$ cat config.mk
export PLATFORM = sky130hd
export DESIGN_NAME = row_pixel_resampler
export DESIGN_NICKNAME = d
export VERILOG_FILES = /design/src/rtl/rpr_pkg.sv /design/src/rtl/rpr_lane.sv /design/src/rtl/rpr_merge.sv /design/src/rtl/row_pixel_resampler.sv
export VERILOG_INCLUDE_DIRS = /design/src /design/src/rtl
export SDC_FILE = /design/constraint.sdc
export NUM_CORES = 2
export LEC_CHECK = 0
export ABC_AREA = 0
export BUFFER_PORTS_ARGS = -buffer_cell sky130_fd_sc_hd__buf_2
export CAP_MARGIN = 15
export CORE_ASPECT_RATIO = 1.1
export CORE_UTILIZATION = 40
export DETAILED_ROUTE_END_ITERATION = 10
export GPL_TIMING_DRIVEN = 1
export PLACE_DENSITY_LB_ADDON = 0.25
export SLEW_MARGIN = 20
export SYNTH_ARGS = -nofsm -noshare
export SYNTH_HDL_FRONTEND = slang
export SYNTH_SLANG_ARGS = --single-unit
$ cat constraint.sdc
create_clock -name clk_i -period 10.61 [get_ports clk_i]
set_clock_uncertainty 0.2 [all_clocks]
set_input_delay 0.5305 -clock clk_i [delete_from_list [all_inputs] [get_ports clk_i]]
set_output_delay 0.5305 -clock clk_i [all_outputs]
set_load 0.1 [all_outputs]
$ cat src/rtl/row_pixel_resampler_macros.svh
// assertion macros for the row pixel resampler
`ifndef ROW_PIXEL_RESAMPLER_MACROS_SVH
`define ROW_PIXEL_RESAMPLER_MACROS_SVH

`ifndef SYNTH
// property that must hold at every clock edge out of reset
`define RPR_ASSERT(lbl, prop) \
  lbl: assert property (@(posedge clk_i) disable iff (!rst_ni) (prop)) \
    else $error("row_pixel_resampler assertion failed");
// same-cycle implication
`define RPR_ASSERT_IMPL(lbl, ante, cons) \
  lbl: assert property (@(posedge clk_i) disable iff (!rst_ni) (ante) |-> (cons)) \
    else $error("row_pixel_resampler implication failed");
// next-cycle implication
`define RPR_ASSERT_NEXT(lbl, ante, cons) \
  lbl: assert property (@(posedge clk_i) disable iff (!rst_ni) (ante) |=> (cons)) \
    else $error("row_pixel_resampler sequence failed");
`else
`define RPR_ASSERT(lbl, prop)
`define RPR_ASSERT_IMPL(lbl, ante, cons)
`define RPR_ASSERT_NEXT(lbl, ante, cons)
`endif

`endif

$ cat src/rtl/rpr_pkg.sv
// shared constants and types of the row pixel resampler
`default_nettype none

package rpr_pkg;

  localparam int unsigned ChanW   = 8;
  localparam int unsigned NumChan = 4;
  localparam int unsigned PixW    = ChanW * NumChan;
  localparam int unsigned FracW   = 32;
  localparam int unsigned PosW    = 45;
  localparam int unsigned StepW   = 44;
  localparam int unsigned WidthW  = 13;
  localparam int unsigned CfgIdxW = 2;

  localparam int unsigned DefMaxWidth = 4096;
  localparam int unsigned DefMaxRun   = 64;

  localparam logic [PosW-1:0]   PosOne   = 45'h0_0001_0000_0000;
  localparam logic              ModeRst  = 1'b1;
  localparam logic [StepW-1:0]  StepRst  = 44'h001_0000_0000;
  localparam logic [WidthW-1:0] WidthRst = 13'd1;

  typedef enum logic [CfgIdxW-1:0] {
    CFG_MODE  = 2'd0,
    CFG_STEP  = 2'd1,
    CFG_WIDTH = 2'd2
  } cfg_idx_e;

  typedef enum logic {
    ST_IDLE,
    ST_RUN
  } state_e;

  // control from the sequencer to the output stage
  typedef struct packed {
    logic load;
    logic linear;
    logic run_last;
    logic row_last;
  } emit_t;

endpackage

`default_nettype wire

$ cat src/rtl/rpr_lane.sv
// one channel lane: linear blend of two bytes by a 32-bit fraction
`default_nettype none

module rpr_lane (
  input  logic [rpr_pkg::ChanW-1:0] left_i,
  input  logic [rpr_pkg::ChanW-1:0] right_i,
  input  logic [rpr_pkg::FracW-1:0] frac_i,
  output logic [rpr_pkg::ChanW-1:0] blend_o
);
  import rpr_pkg::*;

  logic signed [ChanW:0]         diff;
  logic signed [FracW:0]         frac_s;
  logic signed [ChanW+FracW+1:0] prod;

  assign diff   = $signed({1'b0, right_i}) - $signed({1'b0, left_i});
  assign frac_s = $signed({1'b0, frac_i});
  assign prod   = diff * frac_s;
  // arithmetic shift right by the fraction width, wrapped to one byte
  assign blend_o = left_i + prod[FracW+ChanW-1:FracW];

endmodule

`default_nettype wire

$ cat src/rtl/rpr_merge.sv
// output stage: registers the lane results or the nearest source pixel as one output pixel
`default_nettype none

module rpr_merge (
  input  logic                                         clk_i,
  input  logic                                         rst_ni,
  input  rpr_pkg::emit_t                               emit_i,
  input  logic [rpr_pkg::NumChan-1:0][rpr_pkg::ChanW-1:0] lane_i,
  input  logic [rpr_pkg::NumChan-1:0][rpr_pkg::ChanW-1:0] near_i,
  output logic                                         slot_free_o,
  output logic                                         out_valid_o,
  input  logic                                         out_ready_i,
  output logic [rpr_pkg::ChanW-1:0]                    out0_o,
  output logic [rpr_pkg::ChanW-1:0]                    out1_o,
  output logic [rpr_pkg::ChanW-1:0]                    out2_o,
  output logic [rpr_pkg::ChanW-1:0]                    out3_o,
  output logic                                         run_last_o,
  output logic                                         row_last_o
);
  import rpr_pkg::*;

  logic                            valid_q, valid_d;
  logic [NumChan-1:0][ChanW-1:0]   pix_q, pix_d;
  logic                            run_last_q, run_last_d;
  logic                            row_last_q, row_last_d;

  assign slot_free_o = !valid_q || out_ready_i;

  always_comb begin
    valid_d    = valid_q;
    pix_d      = pix_q;
    run_last_d = run_last_q;
    row_last_d = row_last_q;
    if (out_ready_i) begin
      valid_d = 1'b0;
    end
    if (emit_i.load) begin
      valid_d    = 1'b1;
      pix_d      = emit_i.linear ? lane_i : near_i;
      run_last_d = emit_i.run_last;
      row_last_d = emit_i.row_last;
    end
  end

  always_ff @(posedge clk_i or negedge rst_ni) begin
    if (!rst_ni) begin
      valid_q <= 1'b0;
    end else begin
      valid_q <= valid_d;
    end
  end

  always_ff @(posedge clk_i) begin
    pix_q      <= pix_d;
    run_last_q <= run_last_d;
    row_last_q <= row_last_d;
  end

  assign out_valid_o = valid_q;
  assign out0_o      = pix_q[0];
  assign out1_o      = pix_q[1];
  assign out2_o      = pix_q[2];
  assign out3_o      = pix_q[3];
  assign run_last_o  = run_last_q;
  assign row_last_o  = row_last_q;

endmodule

`default_nettype wire

$ cat src/rtl/row_pixel_resampler.sv
// row pixel resampler top level: config registers, run sequencer, lanes, output stage
`default_nettype none
`include "row_pixel_resampler_macros.svh"

// Horizontal resampler for one image row of four-byte pixels. A source pixel
// transaction is taken while the sequencer is idle; the sequencer then issues
// one output pixel per cycle, while its single output register has room, and
// ends each run with a closing step, which is all that a pixel dropped by
// downscaling gets. At the row end, when outputs are still missing, each whole
// unit of position consumed without an output takes a step of its own. Four
// channel lanes blend in parallel, each with one 9x33-bit multiply. The config
// port is always ready; write it only while the block is idle. Output widths
// above MAX_WIDTH are clamped; at most MAX_RUN outputs follow one source pixel.

module row_pixel_resampler #(
  parameter int unsigned MAX_WIDTH = rpr_pkg::DefMaxWidth,
  parameter int unsigned MAX_RUN   = rpr_pkg::DefMaxRun
) (
  input  logic                         clk_i,
  input  logic                         rst_ni,
  input  logic                         cfg_valid_i,
  output logic                         cfg_ready_o,
  input  logic [rpr_pkg::CfgIdxW-1:0]  cfg_index_i,
  input  logic [rpr_pkg::StepW-1:0]    cfg_data_i,
  input  logic                         in_valid_i,
  output logic                         in_ready_o,
  input  logic [rpr_pkg::ChanW-1:0]    chan0_i,
  input  logic [rpr_pkg::ChanW-1:0]    chan1_i,
  input  logic [rpr_pkg::ChanW-1:0]    chan2_i,
  input  logic [rpr_pkg::ChanW-1:0]    chan3_i,
  input  logic                         row_end_i,
  output logic                         out_valid_o,
  input  logic                         out_ready_i,
  output logic [rpr_pkg::ChanW-1:0]    out0_o,
  output logic [rpr_pkg::ChanW-1:0]    out1_o,
  output logic [rpr_pkg::ChanW-1:0]    out2_o,
  output logic [rpr_pkg::ChanW-1:0]    out3_o,
  output logic                         run_last_o,
  output logic                         row_last_o
);
  import rpr_pkg::*;

  localparam int unsigned WidthCap = (MAX_WIDTH > 8191) ? 8191 : MAX_WIDTH;
  localparam int unsigned RunW     = $clog2(MAX_RUN + 1);

  // configuration registers
  logic               mode_q, mode_d;
  logic [StepW-1:0]   step_q, step_d;
  logic [WidthW-1:0]  ow_q, ow_d;

  // row state
  state_e             state_q, state_d;
  logic [1:0]         seen_q, seen_d;
  logic [PixW-1:0]    left_q, left_d;
  logic [PixW-1:0]    right_q, right_d;
  logic [PosW-1:0]    pos_q, pos_d;
  logic [WidthW-1:0]  done_q, done_d;
  logic [RunW-1:0]    cnt_q, cnt_d;
  logic               end_q, end_d;

  logic               accept;
  logic [PixW-1:0]    src_pix;
  logic [1:0]         seen_inc;
  logic               active;
  logic [WidthW-1:0]  width_eff;
  logic               can_go;
  logic               slot_free;
  logic               emit_fire;
  logic               skip;
  logic               finish;
  logic [PosW-1:0]    pos_add;
  logic [PosW-1:0]    pos_fin;
  logic [RunW-1:0]    cnt_inc;
  logic [WidthW-1:0]  done_inc;
  logic               more;
  emit_t              emit;

  logic [NumChan-1:0][ChanW-1:0] lane_res;

  assign cfg_ready_o = 1'b1;
  assign in_ready_o  = (state_q == ST_IDLE);
  assign accept      = in_valid_i && in_ready_o;
  assign src_pix     = {chan3_i, chan2_i, chan1_i, chan0_i};
  assign seen_inc    = (seen_q == 2'd2) ? 2'd2 : seen_q + 2'd1;
  assign active      = !mode_q || seen_inc[1] || row_end_i;

  assign width_eff = (ow_q > WidthW'(WidthCap)) ? WidthW'(WidthCap) : ow_q;
  assign can_go    = (pos_q < PosOne) && (done_q < width_eff) && (cnt_q < RunW'(MAX_RUN));
  assign emit_fire = (state_q == ST_RUN) && can_go && slot_free;
  // past the row end: consume one unit of position using the last pixel twice
  assign skip      = (state_q == ST_RUN) && !can_go && end_q &&
                     (done_q < width_eff) && (cnt_q < RunW'(MAX_RUN));
  assign finish    = (state_q == ST_RUN) && !can_go && !skip;

  assign pos_add  = pos_q + {1'b0, step_q};
  assign pos_fin  = (pos_q >= PosOne) ? pos_q - PosOne : pos_q;
  assign cnt_inc  = cnt_q + RunW'(1);
  assign done_inc = done_q + WidthW'(1);
  // another output follows in this run
  assign more = (cnt_inc < RunW'(MAX_RUN)) && (done_inc < width_eff) &&
                ((pos_add < PosOne) || end_q);

  assign emit.load     = emit_fire;
  assign emit.linear   = mode_q;
  assign emit.run_last = !more;
  assign emit.row_last = (done_inc == width_eff);

  // configuration decode
  always_comb begin
    mode_d = mode_q;
    step_d = step_q;
    ow_d   = ow_q;
    if (cfg_valid_i && cfg_ready_o) begin
      unique case (cfg_idx_e'(cfg_index_i))
        CFG_MODE:  mode_d = cfg_data_i[0];
        CFG_STEP:  step_d = cfg_data_i;
        CFG_WIDTH: ow_d   = cfg_data_i[WidthW-1:0];
        default:   ;
      endcase
    end
  end

  // next state
  always_comb begin
    state_d = state_q;
    unique case (state_q)
      ST_IDLE: if (accept && active) state_d = ST_RUN;
      ST_RUN:  if (finish) state_d = ST_IDLE;
      default: state_d = ST_IDLE;
    endcase
  end

  // datapath updates
  always_comb begin
    seen_d  = seen_q;
    left_d  = left_q;
    right_d = right_q;
    pos_d   = pos_q;
    done_d  = done_q;
    cnt_d   = cnt_q;
    end_d   = end_q;
    if (accept) begin
      left_d  = (seen_q == 2'd0) ? src_pix : right_q;
      right_d = src_pix;
      seen_d  = seen_inc;
      cnt_d   = '0;
      end_d   = row_end_i;
    end
    if (emit_fire) begin
      pos_d  = pos_add;
      done_d = done_inc;
      cnt_d  = cnt_inc;
    end
    if (skip) begin
      pos_d  = pos_q - PosOne;
      left_d = right_q;
    end
    if (finish) begin
      pos_d = pos_fin;
      if (end_q) begin
        pos_d  = '0;
        done_d = '0;
        seen_d = 2'd0;
      end
    end
  end

  always_ff @(posedge clk_i or negedge rst_ni) begin
    if (!rst_ni) begin
      mode_q  <= ModeRst;
      step_q  <= StepRst;
      ow_q    <= WidthRst;
      state_q <= ST_IDLE;
      seen_q  <= 2'd0;
      left_q  <= '0;
      right_q <= '0;
      pos_q   <= '0;
      done_q  <= '0;
      cnt_q   <= '0;
      end_q   <= 1'b0;
    end else begin
      mode_q  <= mode_d;
      step_q  <= step_d;
      ow_q    <= ow_d;
      state_q <= state_d;
      seen_q  <= seen_d;
      left_q  <= left_d;
      right_q <= right_d;
      pos_q   <= pos_d;
      done_q  <= done_d;
      cnt_q   <= cnt_d;
      end_q   <= end_d;
    end
  end

  for (genvar c = 0; c < NumChan; c++) begin : g_lane
    rpr_lane u_lane (
      .left_i  (left_q[c*ChanW +: ChanW]),
      .right_i (right_q[c*ChanW +: ChanW]),
      .frac_i  (pos_q[FracW-1:0]),
      .blend_o (lane_res[c])
    );
  end

  rpr_merge u_merge (
    .clk_i       (clk_i),
    .rst_ni      (rst_ni),
    .emit_i      (emit),
    .lane_i      (lane_res),
    .near_i      (right_q),
    .slot_free_o (slot_free),
    .out_valid_o (out_valid_o),
    .out_ready_i (out_ready_i),
    .out0_o      (out0_o),
    .out1_o      (out1_o),
    .out2_o      (out2_o),
    .out3_o      (out3_o),
    .run_last_o  (run_last_o),
    .row_last_o  (row_last_o)
  );

  `RPR_ASSERT_IMPL(a_row_last_ends_run, emit.load && emit.row_last, emit.run_last)
  `RPR_ASSERT(a_done_in_range, done_q <= WidthW'(WidthCap))
  `RPR_ASSERT(a_run_in_range, cnt_q <= RunW'(MAX_RUN))
  `RPR_ASSERT_IMPL(a_fresh_row_clear, state_q == ST_IDLE && seen_q == 2'd0,
                   done_q == '0 && pos_q == '0)
  `RPR_ASSERT_NEXT(a_finish_idles, finish, in_ready_o)

endmodule

`default_nettype wire
[Word-level counts from Yosys, hierarchy flattened]
Index checks and enable logic that the tools add are counted.
W data, S select, Z words.
Storage, ports and cells
  register bits after elaboration: 226
  input port bits: 84
  output and inout bits: 37
  word-level logic and storage cells: 105
Cells by class
  $add $sub $neg: 13
  $mul: 4
  $lt $le $gt $ge: 8
  equal/unequal tests: 5
  muxes and demuxes: 24
  bitwise operators: 1
  reduce and logical (&&, ||, !) cells: 32
Operators with widths (count)
  $mux W45: 5
  $mul A9 B33 Y40: 4
  $mux W32: 4
  $lt A45 B33 Y1 const B: 2
  $mux W13: 4
  $add A45 B44 Y45: 1
  $ge A45 B33 Y1 const B: 1
  $sub A45 B33 Y45 const B: 1
  $sub A8 B8 Y9: 4
  $add A8 B8 Y8: 4
  $lt A13 B13 Y1: 2
  $lt A7 B7 Y1 const B: 2
  $mux W7: 2
  $add A13 B1 Y13 const B: 1
  $eq A13 B13 Y1: 1
  $gt A13 B13 Y1 const B: 1
  $logic_and A1 B1 Y1: 13
  $mux W2: 4
  $reduce_and A2 Y1: 4
  $add A7 B1 Y7 const B: 1
  $reduce_bool A2 Y1: 3
  $logic_not A1 Y1: 5
  $eq A2 B2 Y1 const B: 2
  $logic_not A2 Y1: 2
  other kinds (8): 14

[Longest topological paths before layout]
  word-level depth: 14
  mapped depth: 42
  depth with buffers taken out: 42

[By module]
From an unflattened synthesis, not the netlist that was laid out.
Unflattened totals
  cells, all modules: 5091
  area total of the unflattened synthesis: 48819.3 µm²
By module, submodules not included
  row_pixel_resampler: times used 1, cells each 1263, area an instance 11733.8 µm², seq. area each 4783.3 µm²
  rpr_lane (g_lane[0].u_lane): times used 1, cells each 991, area an instance 9191.3 µm², seq. area each 0.0 µm²
  rpr_lane (g_lane[3].u_lane): times used 1, cells each 933, area an instance 8852.2 µm², seq. area each 0.0 µm²
  rpr_lane (g_lane[2].u_lane): times used 1, cells each 939, area an instance 8829.7 µm², seq. area each 0.0 µm²
  rpr_lane (g_lane[1].u_lane): times used 1, cells each 892, area an instance 8609.5 µm², seq. area each 0.0 µm²
  rpr_merge: times used 1, cells each 73, area an instance 1602.8 µm², seq. area each 1046.0 µm²

[Worst setup path before layout]
Ideal clock, no wire load.
  path kind: reg2reg
  start: reg left_q[17]
  end: reg u_merge.pix_q, in the netlist u_merge.out2_o[7] (data pin)
  setup time: 260 ps
  data arrival time: 8356 ps
  data required time: 10150 ps
  slack: 1794 ps
  cell stages (with the launch flop): 39
  buffers on the path: 1
  clock period less this slack: 8816 ps
  path through: dfrtp_1 > inv_1 > ha_1 > nor2b_1 > o21ai_0 > nand2b_1 > a21o_1 > a21o_1 > a21o_1 > a21oi_1 > xnor2_1 > clkbuf_1 > nand2_1 > fa_1 > fa_1 > inv_1 > fa_1 > fa_1 > (+3 left out) > ha_1 > nor2b_1 > o31a_1 > o311ai_0 > a211oi_1 > or2_2 > and2_1 > nor2_1 > ha_1 > a21o_1 > a21o_1 > a21o_1 > a21oi_1 > o21ai_0 > xnor2_1 > xnor2_1 > xnor2_1 > mux2_2
Between the ends
  word-level cells in the longest chain between the ends: 4
RTL lines
  start, declared: line row_pixel_resampler.sv:54  | logic [PixW-1:0] left_q, left_d;
  start signal, assigned: line row_pixel_resampler.sv:187  | left_q <= left_d;
  $sub A8 B8 Y9: line rpr_lane.sv:16  | assign diff = $signed({1'b0, right_i}) - $signed({1'b0, left_i});
  $mul A9 B33 Y40: line rpr_lane.sv:18  | assign prod = diff * frac_s;
  $add A8 B8 Y8 (*): line rpr_lane.sv:20  | assign blend_o = left_i + prod[FracW+ChanW-1:FracW];
  $mux W32 (*): line rpr_merge.sv:39  | pix_d = emit_i.linear ? lane_i : near_i;
  end signal, assigned: line rpr_merge.sv:54  | pix_q <= pix_d;
  end, declared: line rpr_merge.sv:23  | logic [NumChan-1:0][ChanW-1:0] pix_q, pix_d;
Every way passes the cells marked *; elsewhere a longest branch is shown, timed or not.
A chain may end at the register's enable or synchronous reset.

[Worst setup path in the final report]
Same ends and word-level chain as after synthesis.

==> results.py <==
metrics = {
    "setup_path": {
        "timing.critical_path.from_type": "register",
        "cp_data_required_time_ns": 10.74,
        "cp_common_cell": "a21o_1",
        "end_kind": "register",
        "crit_start": "left_q[17]",
        "critPathMaxFanout": 31,
        "critical_path.top_delay_family": "adder cells",
        "critPathBufInv": 3,
        "cp_slowest_stage_delay_ns": 0.70,
        "cpMaxStageDelayCell": "nor4b_1",
        "timing.setup.critical_path_class": "reg -> reg",
        "origin_of_the_critical_flop_to_flop_path": "left_q[17]",
        "cp.arrival_ns": 9.95,
    },
    "layout": {
        "fin_util_pct": 44.2,
        "area_growth_syn_to_layout_pct": 9.19,
        "fraction_of_final_layout_cells_with_drive_strength_greater_than_1_pct": 8.89,
        "fin_nets": 6339,
    },
    "detailed_routing": {
        "route.detailed.wl_per_inst_um": 18.5,
        "drt-initial-drc-count": 1538,
        "post-route-drc-count": 0,
        "firstDrtPassIters": 5,
        "antenna_violating_nets_post_route": 0,
        "via_count": 33500,
        "avgViaCountPerCell": 5.18,
        "finalWirelength_mm": 120,
    },
    "logic_synthesis": {
        "yosysWarnings": 0,
        "post-synth-top-area-fraction_pct": 36.1,
        "synth.yosys.seq_area_share_pct": 12.4,
        "synth_top_area_cell": "fa_1",
        "synth_nets": 6288,
        "synth_ff_type": "dfrtp_1",
        "postSynth.asyncResetShare_pct": 85.0,
        "synthesis.area_um2": 47000,
        "synth.distinct_cells": 84,
        "synth_enable_flop_cells": 34,
        "yosys-top-cells-area": "fa_1 (36%), ha_1 (13%), dfrtp_1 (10%)",
        "synth-seq-cells": 226,
        "postSynthCellCount": 4866,
        "mean_instance_size_in_the_synthesized_netlist_um2": 9.66,
    },
    "grt": {
        "grt_max_degree": 72,
        "grt_pass1_wl_mm": 200,
        "antenna_found_initial": 4,
        "overflow_left_after_global_routing": 0,
        "grt.total_usage_pct": 21.1,
        "grt_pass1_vias": 37000,
    },
    "worst_hold_path": {
        "min_path_type": "in -> reg",
        "timing.hold.worst.start": "cfg_index_i[0]",
    },
    "sta": {
        "timing.final.crit_period_ns": 9.82,
        "sum_neg_setup_slack_ns": 0,
        "rsz0062_at_grt": "no",
        "slew-limit-headroom_pct": 23.4,
        "hold_viol_final": 0,
        "max_slew.worst_pin.slew_ns": 1.15,
        "fin_crit_sh_pct": 92.5,
        "finalSetupViolCount": 0,
        "holdWs_ns": 0.0954,
        "clock.fmax_mhz": 102,
        "final_slew_violations": 0,
    },
    "clocking": {
        "insertion_delay_ns": 0.63,
        "clock-sinks": 226,
        "clkSlewWorstSetupHoldPaths_ns": 0.06,
        "clock_tree_from_tritoncts": "done",
        "cts.root.buffer_cell": "clkbuf_16",
        "cts_setup_buffers": 0,
        "clk_path_buf_depth": 3,
        "ctsHtreeMaxLevel": 1,
        "cts_made_buffers": 28,
    },
    "die": {
        "placeableCoreArea_um2": 116000,
        "ports_placed_on_the_boundary": 121,
        "design.die.area_um2": 119000,
        "effective_utilization_at_floorplan_pct": 40.5,
        "rows": 131,
        "die_width_um": 329,
        "fp.dieH_um": 362,
    },
    "place": {
        "routabilityCongestion": 0.879,
        "post-dp-hpwl_mm": 93.0,
        "portBuffers": 119,
    },
    "job": {
        "max_cap_violations": 0,
    },
    "run_status": {
        "run_status": "finished, final reports clean",
    },
}
through the flow:
step | cell area (µm²) | cells | setup slack [ns]
finish | 51300 | 6470 | 0.791
global route | 51300 | 6468 | 0.0817
CTS | 51300 | 6467 | 0.793
detailed placement | 49600 | 6337 | 0.825
global placement | 49600 | 6337 | 0.892
floorplan | 47000 | 4866 | 1.79
final timing paths:
path	to	slack (ns)	cells after the start
worst min-delay path	mode_q	0.1	3
worst max-delay path	u_merge.out2_o[7]	0.79	37
worst min register to register	cnt_q[5]	0.29	1
max in group asynchronous	left_q[12]	8.60	3
worst max register to register	u_merge.out2_o[7]	0.79	37
min in group asynchronous	cnt_q[2]	0.24	2
kinds of logic (layout without fill, tap and decap cells):
group	count (synthesis)	in the layout	share of synthesized area, %
other	1	3	0.00798
xor gates and xnor gates	159	159	2.96
adders and majority gates	1338	1338	49.2
muxes	111	111	2.57
DFF	226	226	12.4
AOI/OAI and AO/OA	550	550	7.40
and+or+nand+nor	1696	1696	19.2
buffers and inverters	785	858	6.32
synthesized netlist by cell type, drive strengths merged, types with 4 or more instances:
| library cell | number |
|---|---|
| nand3 | 37 |
| o211ai | 7 |
| a31o | 5 |
| nor2b | 26 |
| xnor2 | 96 |
| a211o | 8 |
| xor2 | 63 |
| o21a | 22 |
| a21oi | 132 |
| buf | 14 |
| dfrtp | 189 |
| mux2i | 33 |
| fa | 849 |
| nor3 | 32 |
| o31a | 5 |
| a21o | 89 |
| and3 | 13 |
| a211oi | 16 |
| inv | 491 |
| clkbuf | 280 |
| a41oi | 4 |
| nand2b | 262 |
| or3 | 8 |
| and2 | 586 |
| a221oi | 6 |
| o21bai | 14 |
| nand4b | 6 |
| o31ai | 8 |
| nand2 | 432 |
| o22ai | 4 |
| a31oi | 15 |
| or2 | 27 |
| ha | 489 |
| nor2 | 209 |
| nor4b | 5 |
| edfxtp | 34 |
| and4 | 5 |
| mux2 | 78 |
| o21ai | 183 |
| nand4 | 23 |
| nor4 | 16 |
final cells by class:
class	count	area, µm²
fill	11200	64900
multi-input combinational	3855	38500
sequential	226	5830
timing repair buffer	315	2310
tap	1529	1910
inverter	491	1840
clock buffer	34	723
clock inverter	18	255
antenna	2	5.00
routing by layer:
layer	routed length (µm)	global-route usage [%]	up-vias
li1	-	-	15600
met1	53300	28.2	17200
met2	58100	36.0	585
met3	5090	2.49	136
met4	3300	5.71	0
met5	0	0	-
layout by cell type (no fill, tap or decap), types with 6 or more instances in the layout:
cell type and count:
fa_1 849, and2_1 586, inv_1 490, ha_1 489, nand2_1 432, nand2b_1 261
nor2_1 206, dfrtp_1 188, o21ai_0 179, a21oi_1 131, buf_2 118, buf_4 114
a21o_1 89, xnor2_1 84, mux2_2 78, dlygate4sd3_1 78, xor2_1 51, nand3_1 36
edfxtp_1 34, mux2i_1 33, nor3_1 31, clkbuf_16 28, or2_2 26, nor2b_1 25
nand4_1 22, o21a_1 22, a211oi_1 16, nor4_1 15, o21bai_1 14, a31oi_1 14
and3_1 13, xor2_2 11, xnor2_2 10, a211o_1 8, o211ai_1 7, nand4b_1 6
or3_1 6, a221oi_1 6, clkbuf_1 6, clkinv_2 6
flip-flops by register name, summed over array words and instances (netlist names):
| name | flops |
|---|---|
| pos_q | 45 |
| step_q | 44 |
| left_q | 32 |
| right_q | 32 |
| done_q | 13 |
| ow_q | 13 |
| u_merge.out0_o | 8 |
| u_merge.out1_o | 8 |
| u_merge.out2_o | 8 |
| u_merge.out3_o | 8 |
| cnt_q | 7 |
| seen_q | 2 |
| end_q | 1 |
| mode_q | 1 |
| state_q | 1 |
| u_merge.out_valid_o | 1 |
| u_merge.row_last_o | 1 |
| u_merge.run_last_o | 1 |
worst reg2reg max path, delay by kind of cell (launching register included):
kind | cells | cell delay, ns
compound gates | 14 | 2.71
xor+xnor | 4 | 0.60
fa+ha+maj | 8 | 2.92
buf+inv | 3 | 0.62
flops | 1 | 0.46
mux | 1 | 0.25
simple gates | 7 | 1.82
timing repair:
action	in CTS	in global routing
hold endpoints to repair	149	0
hold buffers	78	0
gates resized for setup	0	0
Power is not shown: default switching activity piles up to over one toggle a cycle in this logic, so the estimate is an artifact.
